**src/rtl/core/salc_pkg.sv**
```systemverilog
// Shared constants and types for the set-associative LRU tag unit.
`timescale 1ns / 1ps

package salc_pkg;

  // Default geometry of the cache level
  localparam int NUM_SETS_DEFAULT    = 64;
  localparam int MAX_WAYS_DEFAULT    = 8;
  localparam int BLOCK_BYTES_DEFAULT = 64;

  // Fixed address width of the access port
  localparam int ADDR_BITS = 32;

  // Width and reset value of the ways-in-use register
  localparam int          WAYS_CFG_W = 4;
  localparam logic [3:0]  WAYS_RESET = 4'd8;

  // Outcome flags of one set lookup
  typedef struct packed {
    logic hit;
    logic evict;
  } lookup_flags_t;

endpackage

```
**src/rtl/core/salc_lookup.sv**
```systemverilog
// Set lookup: tag match, free-way and LRU victim choice, row update.
`timescale 1ns / 1ps

module salc_lookup #(
  parameter int MAX_WAYS = salc_pkg::MAX_WAYS_DEFAULT,
  parameter int TAG_W    = 20,
  parameter int WAY_W    = (MAX_WAYS > 1) ? $clog2(MAX_WAYS) : 1,
  parameter int CNT_W    = $clog2(MAX_WAYS + 1),
  parameter int ROW_W    = MAX_WAYS * (TAG_W + 1 + WAY_W)
) (
  input  logic [ROW_W-1:0]     row_in,
  input  logic                 row_fresh,
  input  logic [TAG_W-1:0]     tag,
  input  logic [CNT_W-1:0]     eff_ways,
  output logic [ROW_W-1:0]     row_out,
  output logic [TAG_W-1:0]     victim_tag,
  output salc_pkg::lookup_flags_t flags
);

  localparam int VLD_LO = MAX_WAYS * TAG_W;
  localparam int ORD_LO = VLD_LO + MAX_WAYS;

  logic [TAG_W-1:0] tags      [MAX_WAYS];
  logic [MAX_WAYS-1:0] valid;
  logic [WAY_W-1:0] order     [MAX_WAYS];
  logic [TAG_W-1:0] tags_new  [MAX_WAYS];
  logic [MAX_WAYS-1:0] valid_new;
  logic [WAY_W-1:0] order_new [MAX_WAYS];
  logic [CNT_W-1:0] used;
  logic             found;
  logic [WAY_W-1:0] hit_way;
  logic [WAY_W-1:0] free_way;
  logic [WAY_W-1:0] lru_way;
  logic [WAY_W-1:0] way;
  logic             use_free;
  logic [WAY_W-1:0] pos;

  // Unpack the row; a set never written reads as its reset contents
  always_comb begin
    for (int w = 0; w < MAX_WAYS; w++) begin
      tags[w]  = row_in[w*TAG_W +: TAG_W];
      valid[w] = row_fresh & row_in[VLD_LO + w];
      order[w] = row_fresh ? row_in[ORD_LO + w*WAY_W +: WAY_W] : WAY_W'(w);
    end
  end

  // Search the set: occupancy, first matching way, lowest free way
  always_comb begin
    used     = '0;
    found    = 1'b0;
    hit_way  = '0;
    free_way = '0;
    for (int w = MAX_WAYS - 1; w >= 0; w--) begin
      used = used + CNT_W'(valid[w]);
      if (valid[w] && (tags[w] == tag)) begin
        found   = 1'b1;
        hit_way = WAY_W'(w);
      end
      if (!valid[w]) begin
        free_way = WAY_W'(w);
      end
    end
  end

  // Pick the least recently used valid way
  always_comb begin
    lru_way = '0;
    for (int p = 0; p < MAX_WAYS; p++) begin
      if (valid[order[p]]) begin
        lru_way = order[p];
      end
    end
  end

  assign use_free = (used < eff_ways);
  assign way      = found ? hit_way : (use_free ? free_way : lru_way);
  assign victim_tag = tags[way];
  assign flags.hit   = found;
  assign flags.evict = !found && !use_free;

  // Locate the chosen way in the recency list
  always_comb begin
    pos = WAY_W'(MAX_WAYS - 1);
    for (int p = 0; p < MAX_WAYS; p++) begin
      if (order[p] == way) begin
        pos = WAY_W'(p);
      end
    end
  end

  // Fill the way on a miss and move it to the front of the list
  always_comb begin
    for (int w = 0; w < MAX_WAYS; w++) begin
      tags_new[w]  = (!found && (way == WAY_W'(w))) ? tag : tags[w];
      valid_new[w] = valid[w] | (way == WAY_W'(w));
    end
    order_new[0] = way;
    for (int p = 1; p < MAX_WAYS; p++) begin
      order_new[p] = (WAY_W'(p) <= pos) ? order[p-1] : order[p];
    end
  end

  // Pack the updated row
  always_comb begin
    for (int w = 0; w < MAX_WAYS; w++) begin
      row_out[w*TAG_W +: TAG_W]         = tags_new[w];
      row_out[VLD_LO + w]               = valid_new[w];
      row_out[ORD_LO + w*WAY_W +: WAY_W] = order_new[w];
    end
  end

endmodule
```
**config.mk**
```make
export PLATFORM = sky130hd
export DESIGN_NAME = salc_lookup
export DESIGN_NICKNAME = d
export VERILOG_FILES = /design/src/rtl/core/salc_pkg.sv /design/src/rtl/core/salc_lookup.sv
export SDC_FILE = /design/constraint.sdc
export NUM_CORES = 1
export LEC_CHECK = 0
export BUFFER_PORTS_ARGS = -buffer_cell sky130_fd_sc_hd__buf_2
export CORE_AREA = 2 2 168 170
export DETAILED_ROUTE_END_ITERATION = 10
export DIE_AREA = 0 0 170 172
export PLACE_DENSITY = 0.69
export SETUP_SLACK_MARGIN = 0.4
export SLEW_MARGIN = 20
export SYNTH_ARGS = -nofsm -noshare
export SYNTH_HDL_FRONTEND = slang
export SYNTH_SLANG_ARGS = --single-unit
```
**constraint.sdc**
```tcl
create_clock -name vclk -period 7.8
set_input_delay 1.17 -clock vclk [all_inputs]
set_output_delay 1.17 -clock vclk [all_outputs]
set_load 0.1 [all_outputs]
```
== Yosys cells after proc, flatten, opt, wreduce, memory -nomap -nowiden ==
Index checks and enable logic that the tools add are counted.

* Memory bits (read-only): 0
* Memories: 0
* Latch bits: 0
* RAM bits: 0
* Word-level logic and storage cells: 168
* Flip-flop bits (word level): 0
* Bits of input ports: 217
* Output and inout bits: 214

* $mul: 0
* Order comparisons: 17
* Shift-type cells: 0
* Reductions and logical operators: 20
* Muxes and demuxes: 84
* Add/sub/neg operators: 7
* Equality and inequality tests: 23
* Bitwise gates (word level): 17
* Divide/modulo/power cells: 0

{| class="wikitable"
|+ Operators by type and width
! operator !! number
|-
| $mux 20 || 10
|-
| $eq 20x20->1 || 8
|-
| $mux 3 || 49
|-
| $bmux 20 s3 || 1
|-
| $lt 3x4->1 const B || 8
|-
| $bmux 1 s3 || 8
|-
| $eq 3x3->1 || 8
|-
| $logic_and 1x1->1 || 17
|-
| $add 4x1->4 || 4
|-
| $mux 1 || 16
|-
| $eq 3x3->1 const B || 4
|-
| $le 3x3->1 const A || 4
|-
| $and 1x1->1 || 8
|-
| $or 1x1->1 || 8
|-
| $eq 3x2->1 const B || 2
|-
| $le 2x3->1 const A || 2
|-
| $add 3x1->4 || 1
|-
| $ge 4x4->1 const B || 1
|-
| $lt 4x4->1 || 1
|-
| $not 3->4 || 1
|-
| $add 2x1->3 || 1
|-
| $eq 3x1->1 const B || 1
|-
| $le 1x3->1 const A || 1
|-
| $logic_not 3->1 || 1
|-
| other kinds (2) || 3
|}

== Logic depth before layout (Yosys ltp) ==
Gate-level depths: netlist of run 1.

* Depth in word-level cells: 24
* Depth in mapped cells: 27
* Gate-level depth less buffers: 24

== Worst setup path before layout of run 1 ==
Ideal clock, no wire load.

* Kind: in2out
* Start point: input port row_fresh
* End point: output port row_out[167]
* Slack: -2787 ps
* Buffers on the path: 6
* Arrival time: 9417 ps
* Required time: 6630 ps
* Stages: 26
* Cell sequence: buf_2 buf_2 nand2_1 inv_1 fa_1 inv_1 fa_1 inv_1 fa_1 ha_1 fa_1 xor2_1 ha_1 o21ai_0 nor2b_1 o221ai_1 o2111ai_1 a211oi_2 nor4b_1 or2_1 buf_6 buf_6 clkbuf_1 buf_1 nand2_1 o21ai_0

* Word-level cells in the longest chain between the ends: 15
* Elaborated cells between the ends (all ways): 84
* Classes of those cells: add/sub (7); order compare (1); eq/ne (1); mux (58); bitwise (9); reduce/logical (8)

{| class="wikitable"
|+ RTL lines
! element !! line !! source
|-
| from (decl) || salc_lookup.sv:12 || <nowiki>input logic row_fresh,</nowiki>
|-
| parallel branches: the longest is 12 deep, another holds $add 3x1->4 || n/a ||
|-
| $mux 3 * || salc_lookup.sv:76 || <nowiki>assign way = found ? hit_way : (use_free ? free_way : lru_way);</nowiki>
|-
| named net row_out[168] || salc_lookup.sv:15 || <nowiki>output logic [ROW_W-1:0] row_out,</nowiki>
|-
| $eq 3x3->1 * || salc_lookup.sv:95 || <nowiki>valid_new[w] = valid[w] | (way == WAY_W'(w));</nowiki>
|-
| $or 1x1->1 * || salc_lookup.sv:95 ||
|-
| to (decl) || salc_lookup.sv:15 ||
|}

Mark *: on every way through the listed nets, which the timed path passes. The select of a mux whose other input is x is not followed.

== Worst setup path in the final report of run 1 ==
* Start point: input port row_in[163]
* End point: output port row_out[189]

* Word-level cells in the longest chain between the ends: 24
* Elaborated cells between the ends (all ways): 63
* Classes of those cells: add/sub (4); order compare (2); eq/ne (8); mux (47); bitwise (1); reduce/logical (1)

{| class="wikitable"
|+ RTL lines
! element !! line !! source
|-
| from (decl) || salc_lookup.sv:11 || <nowiki>input logic [ROW_W-1:0] row_in,</nowiki>
|-
| $and 1x1->1 * || salc_lookup.sv:42 || <nowiki>valid[w] = row_fresh & row_in[VLD_LO + w];</nowiki>
|-
| parallel branches: the longest is 11 deep, another holds $add 4x1->4 || n/a ||
|-
| $mux 3 * || salc_lookup.sv:76 ||
|-
| $eq 3x3->1 || salc_lookup.sv:85 || <nowiki>if (order[p] == way) begin</nowiki>
|-
| $mux 3 (7 in a row) || salc_lookup.sv:85 ||
|-
| $mux 3 * || salc_lookup.sv:85 ||
|-
| $le 3x3->1 * || salc_lookup.sv:99 || <nowiki>order_new[p] = (WAY_W'(p) <= pos) ? order[p-1] : order[p];</nowiki>
|-
| $mux 3 * || salc_lookup.sv:99 ||
|}

Every way passes the cells marked *. The select of a mux whose other input is x is not followed.

==> results of run 1 <==
## how the worst max path moves through the flow
stage	startpoint	endpoint	slack, ns	depth (start not counted)
after global routing	row_in[163]	row_out[171]	-0.68	27
after floorplan	row_fresh	row_out[185]	-1.18	25
final	row_in[163]	row_out[189]	-0.47	26
after detailed placement	row_fresh	row_out[190]	-0.69	25
after global placement	row_fresh	row_out[172]	-0.61	27
after CTS	row_in[163]	row_out[181]	-0.43	26
## area by class of cell
type / instances / area [um2]
Antenna cell: 1 / 2.502
Multi-Input combinational cell: 1059 / 9522
Fill cell: 2039 / 9570
Tap cell: 346 / 432.9
Inverter: 31 / 130.1
Timing Repair Buffer: 603 / 7819
## worst max-delay path, delay by kind of cell
| kind | cells | cell delay, ns |
|---|---|---|
| xor gates and xnor gates | 1 | 0.15 |
| buffers and inverters | 6 | 0.70 |
| adders and majority gates | 6 | 2.27 |
| muxes | 1 | 0.19 |
| and+or+nand+nor | 7 | 1.61 |
| AOI/OAI and AO/OA | 5 | 0.98 |
## cell families (layout without fill, tap and decap cells)
family	Yosys count	count (layout)	share of synthesized area (%)
compound gates	155	155	12.57
xor+xnor	178	178	18.77
fa+ha+maj	10	10	1.868
buf+inv	149	634	7.850
mux	218	218	29.80
other cells	0	1	0
simple gates	498	498	29.14
## what timing repair did
action / in CTS / in global routing
hold endpoints to repair: 0 / 0
cloned: 24 / 6
setup endpoints to repair: 211 / 211
setup buffers: 46 / 15
pin swaps: 43 / 44
gates resized for setup: 301 / 96
hold buffers: 0 / 0
## per-layer routing
metal	wire length [um]	up-vias	GRT usage, %
li1	-	5288	-
met1	19590	5952	40.57
met2	28080	899	63.83
met3	5095	263	5.035
met4	5030	0	23.37
met5	0	-	0
## report_power, final
part | internal (uW) | switching [uW] | leakage [uW] | total, uW
Combinational | 1870 | 2840 | 0.00807 | 4710
Sequential | 0 | 0 | 0 | 0
Clock | 0.0000172 | 0 | 0.00000000634 | 0.0000172
Total | 1870 | 2840 | 0.00807 | 4710
## Yosys cell counts (all sizes together) (8+ instances only)
| cell | count | area share, % |
|---|---|---|
| mux2 | 164 | 22 |
| nor2 | 146 | 6.6 |
| nand2 | 121 | 5.5 |
| xor2 | 106 | 11 |
| buf | 72 | 4.4 |
| xnor2 | 72 | 7.6 |
| o21ai | 61 | 3.7 |
| nand3 | 53 | 3.2 |
| mux2i | 47 | 5.7 |
| clkbuf | 46 | 2.1 |
| nor4 | 46 | 3.5 |
| nand4 | 35 | 2.6 |
| inv | 31 | 1.4 |
| nor3 | 27 | 1.6 |
| o211ai | 24 | 2.2 |
| nand2b | 14 | 1.1 |
| a21oi | 10 | 0.60 |
| nand4b | 8 | 0.84 |
## stage by stage
| step | cells | setup WS, ns | util, % | power, uW | area [um2] |
|---|---|---|---|---|---|
| floorplan | 1208 | -1.177 | - | 2662 | 9704 |
| global placement | 1948 | -0.6076 | 54.80 | 3943 | 15060 |
| detailed placement | 1948 | -0.6885 | 54.80 | 3964 | 15060 |
| CTS | 2018 | -0.4342 | 62.52 | 4460 | 17180 |
| global route | 2039 | -0.6791 | 65.16 | 4792 | 17900 |
| finish | 2040 | -0.4712 | 65.17 | 4710 | 17910 |
==> out/results.ini, run 1 <==
[timing]
finalCritPeriodShare_pct = 106.0
setup_slack_ns = -0.4712
min_period_ns = 8.271
rsz0062_at_grt = true
setup_tns_ns = -60.76
hold_viol = 0
maxSlewHeadroom_pct = 40.68
setup_viol = 202
whs_ns = 2.780
fmax_ghz = 0.1209
slew_viol_final = 0
worstMarginPinSlew_ns = 0.8817

[global_routing]
grt_max_degree = 49
grt_pass1_wl_um = 78690
grt_pass1_vias = 12240
antenna_found_initial = 1
grt.total_usage_pct = 35.99
overflow = 0

[setup_path]
critPathLaunchType = input pin
critPathCaptureType = output pin
slowest_delay_ns = 0.52
worstPathArrival_ns = 7.10
path_class = input pin to output pin
crit_slowest_cell = fa_1
required_ns = 6.63
crit_fanout = 5

[floorplanning]
die_width_um = 170
initial_core_util_pct = 30.22
core-area_um2 = 27480
dieHeight_um = 172
ios = 431
rows = 61
die_area_um2 = 29240

[route]
drt_iter0_markers = 1165
avgRoutedWirePerCell_um = 28.33
drtAntennaViolNets = 0
first_pass_iters = 6
drt_wl_total_um = 57790
via_per_inst = 6.079
drc = 0
num_vias = 12400

[synthesis]
syn_area_um2 = 8304
ys_seq_area_share_pct = 0
synth_cell_types = 73
yosys_warnings = 0
syn_area_per_cell_um2 = 6.874
netlist_instances = 1208
synth_nets = 1435

[final_layout]
final_cell_mix = buf_12, buf_2, mux2_4
seqCellArea_um2 = 0
area_delta_synth_final_pct = 115.6
drive_gt1_share_pct = 57.06
layout_commonest_cell = buf_12
nets = 1922
seq_cell_count = 0
clock_buffers = 0

[power]
power_density_nw_per_um2 = 263.0
leakagePower_uw = 0.008075
ir_drop_mv = 0.2086

[place]
port_buffers = 431
dp_hpwl_um = 40770
gp_congestion = 0.9971

[run_status]
outcome = complete, but fails checks
violations = setup timing

[hold_path]
hold_class = input pin to output pin
whs_path_depth = 3
holdPathEnd = row_out[113]
holdCritStartpoint = row_in[113]

[flow_run]
drv_cap = 0

No activity file was read; power rests on OpenSTA's default activity.
==> run 2: changes to the inputs <==
--- a/config.mk
+++ b/config.mk
@@ -6,10 +6,10 @@
 export NUM_CORES = 1
 export LEC_CHECK = 0
 export BUFFER_PORTS_ARGS = -buffer_cell sky130_fd_sc_hd__buf_2
-export CORE_AREA = 2 2 168 170
+export CORE_AREA = 2 2 166 168
 export DETAILED_ROUTE_END_ITERATION = 10
-export DIE_AREA = 0 0 170 172
-export PLACE_DENSITY = 0.69
+export DIE_AREA = 0 0 168 170
+export PLACE_DENSITY = 0.7
 export SETUP_SLACK_MARGIN = 0.4
 export SLEW_MARGIN = 20
 export SYNTH_ARGS = -nofsm -noshare
==> out/results.ini, run 2 (same netlist as run 1, synthesis figures left out) <==
[route]
drc = 0  ; unchanged
num_vias = 12240  ; was 12,400
drt_wl_total_um = 55040  ; was 57,790 um
drt_iter0_markers = 1198  ; was 1,165
via_per_inst = 6.058  ; was 6.079
avgRoutedWirePerCell_um = 27.23  ; was 28.33 um
drtAntennaViolNets = 0  ; unchanged
first_pass_iters = 6  ; unchanged

[power]
power_density_nw_per_um2 = 263.7  ; was 263.0 nW/um2
p_comb_share_pct = 100.0  ; about the same
power.share.switching_pct = 60.79  ; was 60.33%
power_uw = 4566  ; was 4710 uW
p_clk_share_pct = 0  ; about the same
intPower_uw = 1790  ; was 1868 uW
leakagePower_uw = 0.007800  ; was 0.008075 uW
switching_power_uw = 2776  ; was 2841 uW
p_seq_share_pct = 0  ; about the same
ir_drop_mv = 0.2177  ; was 0.2086 mV

[timing]
min_period_ns = 8.355  ; was 8.271 ns
slew_viol_final = 0  ; unchanged
setup_slack_ns = -0.5546  ; was -0.4712 ns
finalCritPeriodShare_pct = 107.1  ; was 106.0%
hold_viol = 0  ; unchanged
worstMarginPinSlew_ns = 0.7651  ; was 0.8817 ns
fmax_ghz = 0.1197  ; was 0.1209 GHz
setup_viol = 203  ; was 202
rsz0062_at_grt = true  ; unchanged
maxSlewHeadroom_pct = 48.84  ; was 40.68%

[setup_path]
critPathLaunchType = input pin  ; unchanged
crit_fanout = 5  ; unchanged
critPathCaptureType = output pin  ; unchanged
worstPathArrival_ns = 7.18  ; was 7.10 ns
path_class = input pin to output pin  ; unchanged
required_ns = 6.63  ; about the same

[global_routing]
antenna_found_initial = 5  ; was 1
grt_pass1_wl_um = 75700  ; was 78,690 um
grt_pass1_vias = 12120  ; was 12,240
overflow = 0  ; unchanged
grt_max_degree = 44  ; was 49
grt.total_usage_pct = 34.82  ; was 35.99%

[floorplanning]
core-area_um2 = 26650  ; was 27,480 um2
dieHeight_um = 170  ; was 172 um
ios = 431  ; unchanged
die_area_um2 = 28560  ; was 29,240 um2
initial_core_util_pct = 31.16  ; was 30.22%
rows = 60  ; was 61
die_width_um = 168  ; was 170 um

[final_layout]
seq_cell_count = 0  ; unchanged
layout_commonest_cell = buf_12  ; unchanged
stdcell_count = 2021  ; was 2,040
nets = 1906  ; was 1,922
fill_cells = 2039  ; unchanged
area_delta_synth_final_pct = 108.5  ; was 115.6%
seqCellArea_um2 = 0  ; unchanged
multi_input_area_um2 = 9349  ; was 9522 um2
drive_gt1_share_pct = 54.08  ; was 57.06%
clock_buffers = 0  ; unchanged
utilization_pct = 64.96  ; was 65.17%
final_cell_mix = buf_12, buf_2, mux2_4  ; unchanged

[flow_run]
drv_cap = 0  ; unchanged

[run_status]
violations = setup timing  ; unchanged
outcome = complete, but fails checks  ; unchanged

[hold_path]
holdCritStartpoint = row_in[113]  ; unchanged
whs_path_depth = 3  ; unchanged
holdPathEnd = row_out[113]  ; unchanged
hold_class = input pin to output pin  ; unchanged

[place]
port_buffers = 431  ; unchanged
dp.cells = 1947  ; was 1,948
dp_hpwl_um = 40640  ; was 40,770 um
gp_congestion = 0.9661  ; was 0.9971

run 2: cell count changes in the layout (fill, tap and decap cells not counted), sizes merged:
cell / before / now
clkinvlp: 1 / 0
diode: 1 / 3
buf: 595 / 577
inv: 30 / 31
bufbuf: 1 / 0
clkbuf: 7 / 9
or2: 4 / 5
run 2: critical path: stages:
cell	delay [ns]
buf_8	0.10
and2_4	0.15
fa_1	0.53
inv_2	0.05
fa_1	0.54
inv_1	0.05
fa_1	0.44
ha_2	0.21
fa_2	0.36
xor2_2	0.20
ha_4	0.24
o21ai_4	0.12
nor2b_4	0.20
nor2_4	0.06
and4_1	0.15
or4_1	0.41
or4_4	0.44
nand2_4	0.13
inv_6	0.06
buf_6	0.12
xnor2_2	0.12
nand4_1	0.19
o21ai_2	0.13
o41a_1	0.43
buf_12	0.16
mux2i_4	0.20
buf_12	0.20
run 2: repair_timing:
action	in CTS	in global routing
buffers inserted	34	12
hold endpoints to repair	0	0
setup endpoints to repair	212	212
cloned	13	12
pin swaps	29	50
hold buffers	0	0
resized for setup	162	111
run 2: power by group through the flow:
stage / sequential (uW) / combinational [uW] / clock, uW
2_1_floorplan: 0 / 2660 / 0
3_3_place_gp: 0 / 4020 / 0
3_5_place_dp: 0 / 4040 / 0
4_1_cts: 0 / 4340 / 0
5_1_grt: 0 / 4650 / 0.0000172
6_report: 0 / 4570 / 0.0000515
run 2: worst max-delay path by stage:
stage,depth (start not counted),endpoint,start
2_1_floorplan,25,row_out[185],row_fresh
3_3_place_gp,25,row_out[189],row_in[163]
3_5_place_dp,25,row_out[189],row_fresh
4_1_cts,27,row_out[189],row_in[163]
5_1_grt,27,row_out[185],row_in[163]
6_report,27,row_out[189],row_in[163]
run 2: final cells by class:
cell class	instances	share of cell area (%)
multi-input cells	1060	54.00
repair buffers	586	42.79
diodes	3	0.04336
well taps	341	2.464
inverters	31	0.7010
run 2: through the flow:
step	hold slack, ns	TNS, ns	instance area, um2	setup WS (ns)
after CTS	2.775	-42.57	16550	-0.4989
after floorplan	2.659	-23.37	9704	-1.177
after global placement	2.769	-77.03	15320	-0.5807
final	2.774	-53.56	17310	-0.5546
after global routing	2.783	-86.54	17310	-0.7645
after detailed placement	2.774	-92.21	15320	-0.6932
run 2: layer usage:
| layer | wire (um) | up-vias | share of wire (%) | GRT usage (%) |
|---|---|---|---|---|
| li1 | - | 5260 | - | - |
| met1 | 19110 | 5854 | 35 | 38.79 |
| met2 | 26960 | 878 | 49 | 62.47 |
| met3 | 4657 | 248 | 8.5 | 5.721 |
| met4 | 4284 | 4 | 7.8 | 20.79 |
| met5 | 26 | - | 0.047 | 0 |
==> run 3: changes to the inputs <==
--- a/config.mk
+++ b/config.mk
@@ -9,6 +9,7 @@
 export CORE_AREA = 2 2 166 168
 export DETAILED_ROUTE_END_ITERATION = 10
 export DIE_AREA = 0 0 168 170
+export MAX_ROUTING_LAYER = met4
 export PLACE_DENSITY = 0.7
 export SETUP_SLACK_MARGIN = 0.4
 export SLEW_MARGIN = 20
==> out/results.ini, run 3 (same netlist as run 1, synthesis figures left out) <==
[timing]
fmax_ghz = 0.1190  ; was 0.1197 GHz
rsz0062_at_grt = true  ; unchanged
slew_viol_final = 0  ; unchanged
whs_ns = 2.776  ; was 2.774 ns
worstMarginPinSlew_ns = 0.8042  ; was 0.7651 ns
maxSlewHeadroom_pct = 45.89  ; was 48.84%
setup_slack_ns = -0.6040  ; was -0.5546 ns
finalCritPeriodShare_pct = 107.7  ; was 107.1%
min_period_ns = 8.404  ; was 8.355 ns
setup_viol = 206  ; was 203
setup_tns_ns = -82.72  ; was -53.56 ns
hold_viol = 0  ; unchanged

[final_layout]
layout_commonest_cell = buf_12  ; unchanged
clock_buffers = 0  ; unchanged
nets = 1919  ; was 1,906
stdcell_count = 2034  ; was 2,021
seqCellArea_um2 = 0  ; unchanged
seq_cell_count = 0  ; unchanged
drive_gt1_share_pct = 56.63  ; was 54.08%
final_cell_mix = buf_12, buf_2, mux2_4  ; unchanged
area_delta_synth_final_pct = 114.1  ; was 108.5%

[clock_network]
cts_hold_buf = 0  ; unchanged

[place]
dp.cells = 1954  ; was 1,947
port_buffers = 431  ; unchanged
dp_hpwl_um = 41070  ; was 40,640 um
gp_congestion = 0.9806  ; was 0.9661
dp_worst_setup_slack_ns = -0.6712  ; was -0.6932 ns

[floorplanning]
die_width_um = 168  ; unchanged
initial_core_util_pct = 31.16  ; unchanged
rows = 60  ; unchanged
dieHeight_um = 170  ; unchanged
die_area_um2 = 28560  ; unchanged
core-area_um2 = 26650  ; unchanged
ios = 431  ; unchanged

[global_routing]
antenna_found_initial = 3  ; was 5
grt_max_degree = 48  ; was 44
grt_pass1_wl_um = 78800  ; was 75,700 um
overflow = 0  ; unchanged
grt_pass1_vias = 12540  ; was 12,120
grt.total_usage_pct = 37.49  ; was 34.82%

[route]
dr_wl_met2_um = 27450  ; was 26,960 um
wl_met1_um = 19590  ; was 19,110 um
num_vias = 12410  ; was 12,240
route.met3.wl_um = 4541  ; was 4657 um
first_pass_iters = 5  ; was 6
routed.top_layer = met4  ; was met5
drt_wl_total_um = 56010  ; was 55,040 um
avgRoutedWirePerCell_um = 27.54  ; was 27.23 um
drtAntennaViolNets = 0  ; unchanged
via_per_inst = 6.099  ; was 6.058
drc = 0  ; unchanged
drt_iter0_markers = 1173  ; was 1,198

[power]
ir_drop_mv = 0.2678  ; was 0.2177 mV
power_density_nw_per_um2 = 265.3  ; was 263.7 nW/um2
leakagePower_uw = 0.008054  ; was 0.007800 uW

[setup_path]
critPathCaptureType = output pin  ; unchanged
critPathLaunchType = input pin  ; unchanged
required_ns = 6.63  ; about the same
worstPathArrival_ns = 7.23  ; was 7.18 ns
path_class = input pin to output pin  ; unchanged
crit_slowest_cell = fa_1  ; unchanged
crit_fanout = 5  ; unchanged
slowest_delay_ns = 0.53  ; was 0.54 ns

[hold_path]
holdPathEnd = row_out[24]  ; was row_out[113]
hold_class = input pin to output pin  ; unchanged
whs_path_depth = 3  ; unchanged
holdCritStartpoint = row_in[24]  ; was row_in[113]

[flow_run]
drv_cap = 0  ; unchanged

[run_status]
violations = setup timing  ; unchanged
outcome = complete, but fails checks  ; unchanged

## run 3: worst max path at each step
stage	startpoint	endpoint	slack, ns	cells past startpoint
after detailed placement	row_fresh	row_out[190]	-0.67	25
final	row_in[163]	row_out[179]	-0.60	27
after global placement	row_fresh	row_out[189]	-0.61	25
after CTS	row_in[163]	row_out[181]	-0.47	27
after global routing	row_in[163]	row_out[181]	-0.77	27
after floorplan	row_fresh	row_out[185]	-1.18	25
## run 3: report_power, final
| part | leakage, uW | total, uW | switching, uW | internal, uW |
|---|---|---|---|---|
| sequential | 0 | 0 | 0 | 0 |
| clock | 0.0000000190 | 0.0000515 | 0 | 0.0000514 |
| combinational | 0.00805 | 4720 | 2830 | 1890 |
| total | 0.00805 | 4720 | 2830 | 1890 |
## run 3: repair_timing
action	4_1_cts	5_1_grt
buffers inserted	42	12
gates resized for setup	240	83
gates cloned	21	2
setup endpoints to repair	211	211
pin swaps	50	38
## run 3: layout make-up
cell class	count	area, um2
diodes	3	7.507
fillers	1935	8870
inverters	31	128.9
multi-input cells	1059	9537
well taps	341	426.7
repair buffers	600	7681
## run 3: through the flow
step	utilization [%]	cell area (um2)	power (uW)
floorplan	-	9704	2662
global placement	57.82	15410	4041
detailed placement	57.82	15410	4064
CTS	64.82	17270	4549
global route	66.72	17780	4806
finish	66.72	17780	4717
## run 3: routing by layer
layer	track usage, %	vias up
met2	65.70	905
met3	4.698	271
met1	40.98	5932
met5	-	-
met4	22.08	0
li1	-	5297
## run 3: critical path, delay by kind of cell
family,cells,cell delay (ns)
AO/OA/AOI/OAI,5,0.80
XOR/XNOR,1,0.17
adder cells (fa/ha/maj),6,2.38
buffers and inverters,7,0.72
multiplexers,1,0.28
AND/OR/NAND/NOR,7,1.68
